### config.mk
export PLATFORM = sky130hd
export DESIGN_NAME = message_mailbox_fifo
export DESIGN_NICKNAME = d
export VERILOG_FILES = /design/src/sv/mmf_pkg.sv /design/src/sv/mmf_ram.sv /design/src/sv/mmf_front.sv /design/src/sv/mmf_back.sv /design/src/sv/message_mailbox_fifo.sv
export SDC_FILE = /design/constraint.sdc
export NUM_CORES = 1
export LEC_CHECK = 0
export BUFFER_PORTS_ARGS = -buffer_cell sky130_fd_sc_hd__buf_2
export CAP_MARGIN = 10
export CORE_UTILIZATION = 45
export CTS_BUF_LIST = sky130_fd_sc_hd__clkbuf_4
export DETAILED_ROUTE_END_ITERATION = 16
export PLACE_DENSITY = 0.67
export SYNTH_ARGS = -nofsm -noshare
export SYNTH_HDL_FRONTEND = slang
export SYNTH_SLANG_ARGS = --single-unit
### constraint.sdc
create_clock -name clk_i -period 16.88 [get_ports clk_i]
set_clock_uncertainty 0.15 [all_clocks]
set_input_delay 0 -clock clk_i [delete_from_list [all_inputs] [get_ports clk_i]]
set_output_delay 0 -clock clk_i [all_outputs]
set_load 0.05 [all_outputs]
### src/sv/mmf_pkg.sv
// Shared types and constants for the message mailbox FIFO.
package mmf_pkg;

  // Field widths of one beat and of the configuration registers
  localparam int unsigned CmdW  = 2;
  localparam int unsigned DataW = 64;
  localparam int unsigned FillW = 5;
  localparam int unsigned CapW  = 5;
  localparam int unsigned SizeW = 4;

  // Command codes on the input channel
  localparam logic [CmdW-1:0] CMD_TAKE = 2'd0;
  localparam logic [CmdW-1:0] CMD_GIVE = 2'd1;
  localparam logic [CmdW-1:0] CMD_PUSH = 2'd2;

  // Configuration register indexes (word address bit 2)
  localparam logic REG_CAPACITY = 1'b0;
  localparam logic REG_MSG_SIZE = 1'b1;

  // Register reset values
  localparam logic [CapW-1:0]  CAPACITY_RST = 5'd16;
  localparam logic [SizeW-1:0] MSG_SIZE_RST = 4'd8;

  // Decoded operation handed from front to back
  typedef enum logic [1:0] {
    OP_TAKE = 2'd0,
    OP_GIVE = 2'd1,
    OP_PUSH = 2'd2,
    OP_NONE = 2'd3
  } op_e;

  typedef struct packed {
    logic [CmdW-1:0]  cmd;
    logic [DataW-1:0] data_in;
  } in_beat_t;

  typedef struct packed {
    logic             status;
    logic [DataW-1:0] data_out;
    logic [FillW-1:0] fill_count;
  } out_beat_t;

  typedef struct packed {
    op_e              op;
    logic [DataW-1:0] data;
  } q_entry_t;

endpackage

### src/sv/mmf_ram.sv
// Generic single-write, single-read RAM with registered read data.
module mmf_ram #(
  parameter int unsigned WIDTH = 64,
  parameter int unsigned DEPTH = 16
) (
  input  logic                     clk_i,
  input  logic                     we_i,
  input  logic [$clog2(DEPTH)-1:0] waddr_i,
  input  logic [WIDTH-1:0]         wdata_i,
  input  logic                     re_i,
  input  logic [$clog2(DEPTH)-1:0] raddr_i,
  output logic [WIDTH-1:0]         rdata_o
);

  logic [WIDTH-1:0] mem_q [DEPTH];
  logic [WIDTH-1:0] rdata_q;

  // Write port
  always_ff @(posedge clk_i) begin
    if (we_i) begin
      mem_q[waddr_i] <= wdata_i;
    end
  end

  // Registered read port
  always_ff @(posedge clk_i) begin
    if (re_i) begin
      rdata_q <= mem_q[raddr_i];
    end
  end

  assign rdata_o = rdata_q;

endmodule

### src/sv/mmf_front.sv
// Front end: accepts command beats, decodes and masks them into a two-entry queue.
module mmf_front (
  input  logic              clk_i,
  input  logic              rst_ni,
  input  logic              in_valid_i,
  output logic              in_stall_o,
  input  mmf_pkg::in_beat_t in_data_i,
  input  logic [3:0]        size_eff_i,
  output logic              q_valid_o,
  output mmf_pkg::q_entry_t q_entry_o,
  input  logic              q_pop_i
);
  import mmf_pkg::*;

  q_entry_t   ent_q [2];
  q_entry_t   new_ent;
  logic       wr_ptr_q, rd_ptr_q;
  logic [1:0] cnt_q, cnt_d;
  logic       push;
  logic [DataW-1:0] mask;

  // Build byte mask from the effective message size
  always_comb begin
    for (int b = 0; b < DataW / 8; b++) begin
      mask[b*8 +: 8] = (4'(b) < size_eff_i) ? 8'hFF : 8'h00;
    end
  end

  // Decode the command
  always_comb begin
    new_ent.data = in_data_i.data_in & mask;
    case (in_data_i.cmd)
      CMD_TAKE: new_ent.op = OP_TAKE;
      CMD_GIVE: new_ent.op = OP_GIVE;
      CMD_PUSH: new_ent.op = OP_PUSH;
      default:  new_ent.op = OP_NONE;
    endcase
  end

  assign in_stall_o = cnt_q[1];
  assign push       = in_valid_i && !in_stall_o;
  assign q_valid_o  = (cnt_q != 2'd0);
  assign q_entry_o  = ent_q[rd_ptr_q];

  always_comb begin
    cnt_d = cnt_q;
    if (push && !q_pop_i) begin
      cnt_d = cnt_q + 2'd1;
    end else if (!push && q_pop_i) begin
      cnt_d = cnt_q - 2'd1;
    end
  end

  // Advance queue pointers and count
  always_ff @(posedge clk_i or negedge rst_ni) begin
    if (!rst_ni) begin
      wr_ptr_q <= 1'b0;
      rd_ptr_q <= 1'b0;
      cnt_q    <= 2'd0;
    end else begin
      if (push) begin
        wr_ptr_q <= !wr_ptr_q;
      end
      if (q_pop_i) begin
        rd_ptr_q <= !rd_ptr_q;
      end
      cnt_q <= cnt_d;
    end
  end

  // Hold queue payload
  always_ff @(posedge clk_i) begin
    if (push) begin
      ent_q[wr_ptr_q] <= new_ent;
    end
  end

endmodule

### src/sv/mmf_back.sv
// Back end: executes queued operations against the slot RAM and drives the result beat.
module mmf_back #(
  parameter int unsigned DEPTH = 16
) (
  input  logic               clk_i,
  input  logic               rst_ni,
  input  logic               clr_i,
  input  logic [4:0]         cap_eff_i,
  input  logic               q_valid_i,
  input  mmf_pkg::q_entry_t  q_entry_i,
  output logic               q_pop_o,
  output logic               out_valid_o,
  input  logic               out_stall_i,
  output mmf_pkg::out_beat_t out_data_o
);
  import mmf_pkg::*;

  localparam int unsigned PW = $clog2(DEPTH);
  localparam int unsigned CW = (PW + 1 > 5) ? PW + 1 : 5;

  typedef enum logic [1:0] {
    S_RUN = 2'b01,
    S_RD  = 2'b10
  } state_e;

  state_e           state_q, state_d;
  logic [PW-1:0]    head_q, head_d, tail_q, tail_d;
  logic [FillW-1:0] held_q, held_d;
  logic             out_valid_q, out_valid_d;
  out_beat_t        out_q, res;
  logic             load, out_free, issue;
  logic             ram_we, ram_re;
  logic [PW-1:0]    ram_raddr;
  logic [DataW-1:0] ram_rdata;

  // Next slot index, wrapping at the effective capacity
  function automatic logic [PW-1:0] adv(input logic [PW-1:0] p, input logic [4:0] cap);
    logic [CW-1:0] nxt;
    nxt = CW'(p) + CW'(1);
    return (nxt < CW'(cap)) ? nxt[PW-1:0] : '0;
  endfunction

  mmf_ram #(
    .WIDTH(DataW),
    .DEPTH(DEPTH)
  ) u_ram (
    .clk_i  (clk_i),
    .we_i   (ram_we),
    .waddr_i(tail_q),
    .wdata_i(q_entry_i.data),
    .re_i   (ram_re),
    .raddr_i(ram_raddr),
    .rdata_o(ram_rdata)
  );

  assign out_free  = !out_valid_q || !out_stall_i;
  assign issue     = (state_q == S_RUN) && q_valid_i && out_free;
  assign q_pop_o   = issue;
  assign ram_raddr = head_q;

  // Execute one operation
  always_comb begin
    state_d        = state_q;
    head_d         = head_q;
    tail_d         = tail_q;
    held_d         = held_q;
    ram_we         = 1'b0;
    ram_re         = 1'b0;
    load           = 1'b0;
    res.status     = 1'b1;
    res.data_out   = '0;
    res.fill_count = held_q;
    case (state_q)
      S_RD: begin
        // finish a take with the slot read data
        load         = 1'b1;
        res.status   = 1'b0;
        res.data_out = ram_rdata;
        state_d      = S_RUN;
      end
      S_RUN: begin
        if (issue) begin
          case (q_entry_i.op)
            OP_TAKE: begin
              if (held_q != '0) begin
                ram_re  = 1'b1;
                head_d  = adv(head_q, cap_eff_i);
                held_d  = held_q - 5'd1;
                state_d = S_RD;
              end else begin
                load = 1'b1;
              end
            end
            OP_GIVE: begin
              load = 1'b1;
              if (held_q < cap_eff_i) begin
                ram_we     = 1'b1;
                tail_d     = adv(tail_q, cap_eff_i);
                held_d     = held_q + 5'd1;
                res.status = 1'b0;
              end
            end
            OP_PUSH: begin
              load       = 1'b1;
              ram_we     = 1'b1;
              tail_d     = adv(tail_q, cap_eff_i);
              res.status = 1'b0;
              if (held_q == cap_eff_i) begin
                // drop the oldest message
                head_d = tail_d;
              end else begin
                held_d = held_q + 5'd1;
              end
            end
            default: begin
              load = 1'b1;
            end
          endcase
          res.fill_count = held_d;
        end
      end
      default: begin
        state_d = S_RUN;
      end
    endcase
  end

  always_comb begin
    out_valid_d = out_valid_q && out_stall_i;
    if (load) begin
      out_valid_d = 1'b1;
    end
  end

  // Update pointers, state and result valid
  always_ff @(posedge clk_i or negedge rst_ni) begin
    if (!rst_ni) begin
      state_q     <= S_RUN;
      head_q      <= '0;
      tail_q      <= '0;
      held_q      <= '0;
      out_valid_q <= 1'b0;
    end else begin
      state_q     <= state_d;
      out_valid_q <= out_valid_d;
      if (clr_i) begin
        head_q <= '0;
        tail_q <= '0;
        held_q <= '0;
      end else begin
        head_q <= head_d;
        tail_q <= tail_d;
        held_q <= held_d;
      end
    end
  end

  // Hold result payload
  always_ff @(posedge clk_i) begin
    if (load) begin
      out_q <= res;
    end
  end

  assign out_valid_o = out_valid_q;
  assign out_data_o  = out_q;

endmodule

### src/sv/message_mailbox_fifo.sv
// Message mailbox FIFO: a circular queue of message slots with take, give and
// push-with-overwrite commands, one result beat per command. A two-entry command
// queue separates the decode front end from the execution back end, and the
// result sits in an output register, so new commands are taken while a result
// waits. Give, push, a failed take and an unused code finish in the back end's
// run state; a successful take also passes through a read state, for the
// registered read of the slot RAM. Writing capacity (address 0) or msg_size
// (address 4) empties the queue; no clearing pass is needed after reset.
module message_mailbox_fifo #(
  parameter int unsigned DEPTH     = 16,
  parameter int unsigned MAX_BYTES = 8
) (
  input  logic               clk_i,
  input  logic               rst_ni,
  // command channel
  input  logic               in_valid_i,
  output logic               in_stall_o,
  input  mmf_pkg::in_beat_t  in_data_i,
  // result channel
  output logic               out_valid_o,
  input  logic               out_stall_i,
  output mmf_pkg::out_beat_t out_data_o,
  // configuration port
  input  logic               psel,
  input  logic               penable,
  input  logic               pwrite,
  input  logic [2:0]         paddr,
  input  logic [31:0]        pwdata,
  output logic [31:0]        prdata,
  output logic               pready
);
  import mmf_pkg::*;

  logic [CapW-1:0]  capacity_q;
  logic [SizeW-1:0] msg_size_q;
  logic [4:0]       cap_eff;
  logic [3:0]       size_eff;
  logic             cfg_we;
  logic             q_valid, q_pop;
  q_entry_t         q_entry;

  // Register writes
  assign pready = 1'b1;
  assign cfg_we = psel && penable && pwrite && pready;

  always_ff @(posedge clk_i or negedge rst_ni) begin
    if (!rst_ni) begin
      capacity_q <= CAPACITY_RST;
      msg_size_q <= MSG_SIZE_RST;
    end else if (cfg_we) begin
      if (paddr[2] == REG_CAPACITY) begin
        capacity_q <= pwdata[CapW-1:0];
      end else begin
        msg_size_q <= pwdata[SizeW-1:0];
      end
    end
  end

  assign prdata = (paddr[2] == REG_MSG_SIZE) ? 32'(msg_size_q) : 32'(capacity_q);

  // Clamp capacity and message size into range
  always_comb begin
    cap_eff = capacity_q;
    if (capacity_q == '0) begin
      cap_eff = 5'd1;
    end else if (32'(capacity_q) > DEPTH) begin
      cap_eff = 5'(DEPTH);
    end
    size_eff = msg_size_q;
    if (msg_size_q == '0) begin
      size_eff = 4'd1;
    end else if (32'(msg_size_q) > MAX_BYTES) begin
      size_eff = 4'(MAX_BYTES);
    end
  end

  mmf_front u_front (
    .clk_i     (clk_i),
    .rst_ni    (rst_ni),
    .in_valid_i(in_valid_i),
    .in_stall_o(in_stall_o),
    .in_data_i (in_data_i),
    .size_eff_i(size_eff),
    .q_valid_o (q_valid),
    .q_entry_o (q_entry),
    .q_pop_i   (q_pop)
  );

  mmf_back #(
    .DEPTH(DEPTH)
  ) u_back (
    .clk_i      (clk_i),
    .rst_ni     (rst_ni),
    .clr_i      (cfg_we),
    .cap_eff_i  (cap_eff),
    .q_valid_i  (q_valid),
    .q_entry_i  (q_entry),
    .q_pop_o    (q_pop),
    .out_valid_o(out_valid_o),
    .out_stall_i(out_stall_i),
    .out_data_o (out_data_o)
  );

`ifndef SYNTH
  // Fill count never exceeds the slots in use
  assert property (@(posedge clk_i) disable iff (!rst_ni)
    out_valid_o |-> (out_data_o.fill_count <= cap_eff))
    else $error("fill count above capacity");

  // A failed command returns no message
  assert property (@(posedge clk_i) disable iff (!rst_ni)
    (out_valid_o && out_data_o.status) |-> (out_data_o.data_out == '0))
    else $error("failed command returned data");

  // Queue pops only when the back end can hold the result
  assert property (@(posedge clk_i) disable iff (!rst_ni)
    q_pop |-> (q_valid && (!out_valid_o || !out_stall_i)))
    else $error("pop without room for result");
`endif

endmodule

==> results of run 1 <==
how the worst max path moves through the flow:
stage	from	to	slack [ps]
after detailed placement	capacity_q[1]	u_back.u_ram.mem_q[5][34]	11990
after global routing	capacity_q[1]	u_back.u_ram.mem_q[5][35]	11710
final	capacity_q[1]	u_back.u_ram.mem_q[5][35]	11980
after floorplan	u_front.rd_ptr_q	u_back.u_ram.mem_q[1][0]	9500
after global placement	capacity_q[1]	u_back.u_ram.mem_q[5][41]	12100
after CTS	capacity_q[1]	u_back.u_ram.mem_q[5][35]	11920
layer usage:
metal  track usage, %  routed length, µm  up-vias
li1                 -                  -    10600
met5                0                  0        -
met3             4.39               7060      169
met2             34.4              58200      948
met4             6.55               2050        0
met1             25.7              44600    13000
worst max-delay path: stages, from the launching register on:
cell,delay (ps)
dfrtp_1,420
nor4_1,500
or2_2,200
ha_1,120
nand2b_1,100
a211oi_1,140
o21ai_0,520
nand3_1,440
nor2_4,1000
buf_4,820
synthesized netlist by cell type, types with 3 or more instances:
library cell | n | area (µm²)
a21oi_1 | 16 | 80.1
o31ai_1 | 4 | 30.0
buf_4 | 28 | 210
o21ai_1 | 3 | 15.0
buf_6 | 22 | 248
a31oi_1 | 7 | 43.8
nor2b_1 | 46 | 288
mux2i_1 | 3 | 30.0
and3_1 | 4 | 25.0
buf_2 | 15 | 75.1
ha_1 | 27 | 338
a211oi_1 | 3 | 22.5
nor2_1 | 25 | 93.8
dfrtp_1 | 26 | 651
nand2_1 | 14 | 52.6
edfxtp_1 | 1290 | 38700
nand3_1 | 14 | 70.1
inv_1 | 16 | 60.1
mux4_2 | 320 | 7210
o21ai_0 | 14 | 70.1
nor3_1 | 7 | 35.0
clkbuf_1 | 55 | 206
nand2b_1 | 5 | 31.3
xnor2_1 | 5 | 43.8
dfstp_2 | 3 | 78.8
buf_1 | 13 | 48.8
and2_1 | 81 | 507
a21o_1 | 3 | 22.5
mux2_2 | 77 | 867
xor2_1 | 4 | 35.0
nand4_1 | 6 | 37.5
flip-flops by register name, indices dropped and copies added, names as in the netlist, 4 cells and up:
name	count
u_back.u_ram.mem_q	1024
u_front.ent_q	132
u_back.out_data_o	70
u_back.u_ram.rdata_o	64
capacity_q	5
u_back.held_q	5
msg_size_q	4
u_back.head_q	4
u_back.tail_q	4
final cells by class:
class | instances | area [µm²]
inverter | 17 | 68.8
multi-input combinational | 747 | 10500
fill | 8620 | 52000
sequential | 1319 | 39500
tap | 1488 | 1860
clock inverter | 95 | 544
antenna | 4 | 10.0
timing repair buffer | 387 | 3050
clock buffer | 471 | 3540
cell families after synthesis:
logic type	synth area share, %
buffers and inverters	1.69
XOR/XNOR	0.156
flip-flops	78.1
AO/OA/AOI/OAI	0.896
adder cells (fa/ha/maj)	0.669
multiplexers	16.0
other	0.0149
AND/OR/NAND/NOR	2.42
power groups by stage:
stage / clock (mW) / combinational (mW) / sequential [mW]
2_1_floorplan: 0 / 1.67 / 4.74
3_3_place_gp: 0 / 2.48 / 4.53
3_5_place_dp: 0 / 2.56 / 4.54
4_1_cts: 2.65 / 2.61 / 4.47
5_1_grt: 2.82 / 2.76 / 4.50
6_report: 2.58 / 2.57 / 4.46
per-stage QoR:
step / power [mW] / worst slack [ps] / instance area, µm² / cells
global placement: 7.01 / 12100 / 53000 / 3764
floorplan: 6.41 / 9500 / 50600 / 2216
finish: 9.62 / 11980 / 59000 / 4528
global route: 10.1 / 11710 / 59000 / 4528
CTS: 9.74 / 11920 / 59000 / 4524
detailed placement: 7.10 / 11990 / 53000 / 3765
layout by cell type (no fill, tap or decap), types with 10 or more instances in the layout:
cell	netlist	routed
nor2b_1	46	46
nor2_1	25	10
o21ai_0	14	14
inv_1	16	15
mux2_2	77	77
mux4_2	320	320
buf_4	28	36
clkbuf_4	0	471
dlygate4sd3_1	0	192
and2_1	81	80
a21oi_1	16	16
nand2_1	14	14
clkinv_2	0	10
dfrtp_1	26	22
ha_1	27	26
buf_2	15	155
edfxtp_1	1290	1290
conb_1	2	28
clkinv_1	1	71
nand3_1	14	14
nor2_4	0	15
==> impl_metrics.tcl, run 1 <==
set metrics [dict create \
    setup_viol 0 \
    synth_async_sr_flop_share_pct 2.20 \
    outcome "completed" \
    worstPathRequired_ps 17440 \
    grt_overflow_total 0 \
    drive_gt1_share_pct 37.0 \
    p_int_mw 6.68 \
    cts_resized 0 \
    place_congestion 0.815 \
    dieArea_um2 114000 \
    swShare_pct 30.5 \
    cts_tree "done" \
    r2r_start "capacity_q[1]" \
    ys_warn_count 0 \
    worstSkewPairLatency_ps 1200 \
    maxCapViolations 0 \
    clkPwrFrac_pct 26.8 \
    worstSetupEndpointType "flip-flop" \
    synth.distinct_cells 56 \
    post-cts-setup-buffer-count 0 \
    hp-class "primary input to flip-flop" \
    worst-r2r-setup-slack_ps 11980 \
    core_area_um2 111000 \
    hold_depth 4 \
    drt_pass1_iterations 5 \
    cts_made_buffers 342 \
    synth_edf_count 1290 \
    finish.utilization_pct 53.2 \
    hp-start "in_data_i[57]" \
    combPwrFrac_pct 26.8 \
    startpoint_type "flip-flop" \
    via_per_inst 5.44 \
    ioPinCount 213 \
    power-per-cell-area_nw_per_um2 163 \
    ant_nets 0 \
    critPathKind "flip-flop to flip-flop" \
    synth-seq-cells 1319 \
    grt_max_degree 164 \
    rows 122 \
    ctsRootBufferMaster "clkbuf_4" \
    syn_area_um2 50500 \
    clk_path_buf_depth 4 \
    slew_viol_final 0 \
    path_max_fanout 41 \
    p_sw_mw 2.94 \
    grt_use_total_pct 20.2 \
    synth.avg_cell_area_um2 23.1 \
    synth_cells 2190 \
    tns_ps 0 \
    relSlewSlack_pct 12.4 \
    avgRoutedWirePerCell_um 24.7 \
    first_global_vias 26600 \
    hold_viol_final 0 \
    min_period_ps 4900 \
    pwr-share-seq_pct 46.4 \
    first_iter_violations 2062 \
    post-route-drc-count 0 \
    p_leak_nw 19.5 \
    cts_max_level 5 \
    die_h_um 337 \
    io_buffers 155 \
    wl_um 112000 \
    fin_crit_sh_pct 29.0 \
    whs_ps 125 \
    hold_buffers 193 \
    ys.flop_type "edfxtp_1" \
    clkSinkCount 1319 \
    via_count 24600 \
    r2r_cells 9 \
    nets 2949 \
    peakVddDrop_v 0.000146 \
    tightest_slew_ps 1310 \
    antenna_found_initial 6 \
    area_delta_synth_final_pct 16.8 \
    die_w_um 337 \
    min_to "u_front.ent_q[0][57]" \
    rsz0062_at_grt "false" \
    clk_pin_slew_ps 70 \
    ys_seq_area_share_pct 78.1 \
    dp_hpwl_um 56500 \
    grt_pass1_wl_um 165000 \
    initial_core_util_pct 45.5 \
    cp.arrival_ps 5460 \
    fmax_mhz 204 \
    r2r_end "u_back.u_ram.mem_q[5][35]" \
]
Power figures use the tool's default switching activity.
==> inputs of run 2 (changes only) <==
--- a/config.mk
+++ b/config.mk
@@ -10,7 +10,7 @@
 export CORE_UTILIZATION = 45
 export CTS_BUF_LIST = sky130_fd_sc_hd__clkbuf_4
 export DETAILED_ROUTE_END_ITERATION = 16
-export PLACE_DENSITY = 0.67
+export PLACE_DENSITY = 0.7
 export SYNTH_ARGS = -nofsm -noshare
 export SYNTH_HDL_FRONTEND = slang
 export SYNTH_SLANG_ARGS = --single-unit
==> constraint.sdc (replaced) <==
create_clock -name clk_i -period 4.5 [get_ports clk_i]
set_clock_uncertainty 0.15 [all_clocks]
set_input_delay 0 -clock clk_i [delete_from_list [all_inputs] [get_ports clk_i]]
set_output_delay 0 -clock clk_i [all_outputs]
set_load 0.05 [all_outputs]
==> impl_metrics.tcl, run 2 (synthesis gave the netlist of run 1 again) <==
set metrics [dict create \
    hp-class "primary input to flip-flop" \
    hold_depth 3 \
    post-cts-setup-buffer-count 0 \
    clk_path_buf_depth 4 \
    ant_nets 0 \
    relSlewSlack_pct 33.9 \
    min_to "u_front.ent_q[0][5]" \
    clkSinkCount 1319 \
    worstSkewPairLatency_ps 1140 \
    ctsRootBufferMaster "clkbuf_4" \
    cts_tree "done" \
    fin_crit_sh_pct 86.0 \
    final_cells 4534 \
    die_w_um 337 \
    clk_pin_slew_ps 70 \
    final_common_cell "edfxtp_1" \
    grt_max_degree 111 \
    startpoint_type "flip-flop" \
    slew_viol_final 0 \
    core_area_um2 111000 \
    tightest_slew_ps 992 \
    hold_viol_final 0 \
    dp_hpwl_um 56400 \
    hold_buffers 187 \
    whs_ps 148 \
    r2r_start "capacity_q[1]" \
    hp-start "in_data_i[5]" \
    worstSetupEndpointType "flip-flop" \
    path_max_fanout 26 \
    initial_core_util_pct 45.5 \
    worst-r2r-setup-slack_ps 630 \
    area_delta_synth_final_pct 17.6 \
    fillers 8403 \
    min_period_ps 3870 \
    r2r_end "u_back.u_ram.mem_q[0][14]" \
    grt_overflow_total 0 \
    p_leak_nw 19.6 \
    first_iter_violations 2580 \
    dp.cells 3786 \
    die_h_um 337 \
    avgRoutedWirePerCell_um 23.9 \
    wl_um 108000 \
    drt_pass1_iterations 5 \
    top_regs "u_back.u_ram.mem_q (1024), u_front.ent_q (132), u_back.out_data_o (70)" \
    power-per-cell-area_nw_per_um2 608 \
    fmax_mhz 258 \
    peakVddDrop_v 0.000531 \
    outcome "completed" \
    antenna_found_initial 5 \
    place_congestion 0.795 \
    nets 2963 \
    drive_gt1_share_pct 37.5 \
    grt_use_total_pct 19.5 \
    io_buffers 155 \
    cts_resized 0 \
    grt_pass1_wl_um 162000 \
    rsz0062_at_grt "false" \
    post-route-drc-count 0 \
    ioPinCount 213 \
    worstPathRequired_ps 5060 \
    cts_max_level 5 \
    r2r_cells 9 \
    cp.arrival_ps 4430 \
    via_per_inst 5.46 \
    rows 122 \
    maxCapViolations 0 \
    critPathKind "flip-flop to flip-flop" \
    layout_common_cells "edfxtp_1 (1,290), clkbuf_4 (470), mux4_2 (320), dlygate4sd3_1 (186), buf_2 (155)" \
    setup_viol 0 \
    largest_reg_flops 1024 \
    first_global_vias 26700 \
    dieArea_um2 114000 \
    via_count 24700 \
    top_register "u_back.u_ram.mem_q" \
    cts_made_buffers 340 \
]
[run 2: changes by cell type in the layout (fill, tap and decap cells not counted), moves of 4 or more]
| cell | previous run | this run |
|---|---|---|
| buf_12 | 4 | 30 |
| dlygate4sd3_1 | 192 | 186 |
| buf_4 | 36 | 31 |
| clkinv_1 | 71 | 66 |
| nor3_2 | 6 | 1 |
| nor3_4 | 0 | 4 |
[run 2: how the worst max path moves through the flow]
stage / from / endpoint / slack, ps
floorplan: u_front.rd_ptr_q / u_back.u_ram.mem_q[1][0] / -80
global placement: capacity_q[1] / u_back.u_ram.mem_q[1][20] / 790
detailed placement: capacity_q[2] / u_back.u_ram.mem_q[1][20] / 710
CTS: capacity_q[1] / u_back.u_ram.mem_q[1][7] / 630
global route: capacity_q[1] / u_back.u_ram.mem_q[1][7] / 350
finish: capacity_q[1] / u_back.u_ram.mem_q[0][14] / 630
[run 2: power breakdown]
group / switching (mW) / leakage (nW) / internal, mW
sequential: 0.464 / 12.1 / 16.1
clock: 4.51 / 2.40 / 5.08
combinational: 6.10 / 5.11 / 3.88
[run 2: stage by stage]
step	util [%]	TNS (ps)	worst slack [ps]	cell area (µm²)	total power, mW
final	53.5	0	629	59400	36.1
after global placement	48.2	0	793	53500	26.4
after detailed placement	48.2	0	709	53500	26.7
after floorplan	-	-8800	-78.2	50800	24.0
after global routing	53.5	0	353	59400	37.8
after CTS	53.5	0	627	59400	36.5
[run 2: worst max-delay path, stage by stage (launching register included)]
cell,delay (ps)
dfrtp_1,400
nor4_1,470
or2_2,200
ha_1,130
nand2b_1,100
a211oi_1,150
o21ai_0,520
nand3_1,500
nor3_4,330
buf_4,470
[run 2: cell type report]
class                      instances  area (µm²)  share of cell area [%]
inverter                          17        68.8                   0.116
tap                             1488        1860                    3.13
sequential                      1319       39500                    66.5
clock inverter                    87         483                   0.813
multi-input combinational        747       10500                    17.6
antenna                            3        7.51                  0.0126
clock buffer                     470        3530                    5.94
timing repair buffer             403        3480                    5.86
[run 2: layer usage]
layer  up-vias  part of all wire (%)  global-route usage, %
li1      10600                     -                      -
met2      1108                    51                   32.2
met3       169                   7.7                   4.81
met5         -                0.0065                      0
met4         2                   1.8                   6.34
met1     12900                    40                   25.4
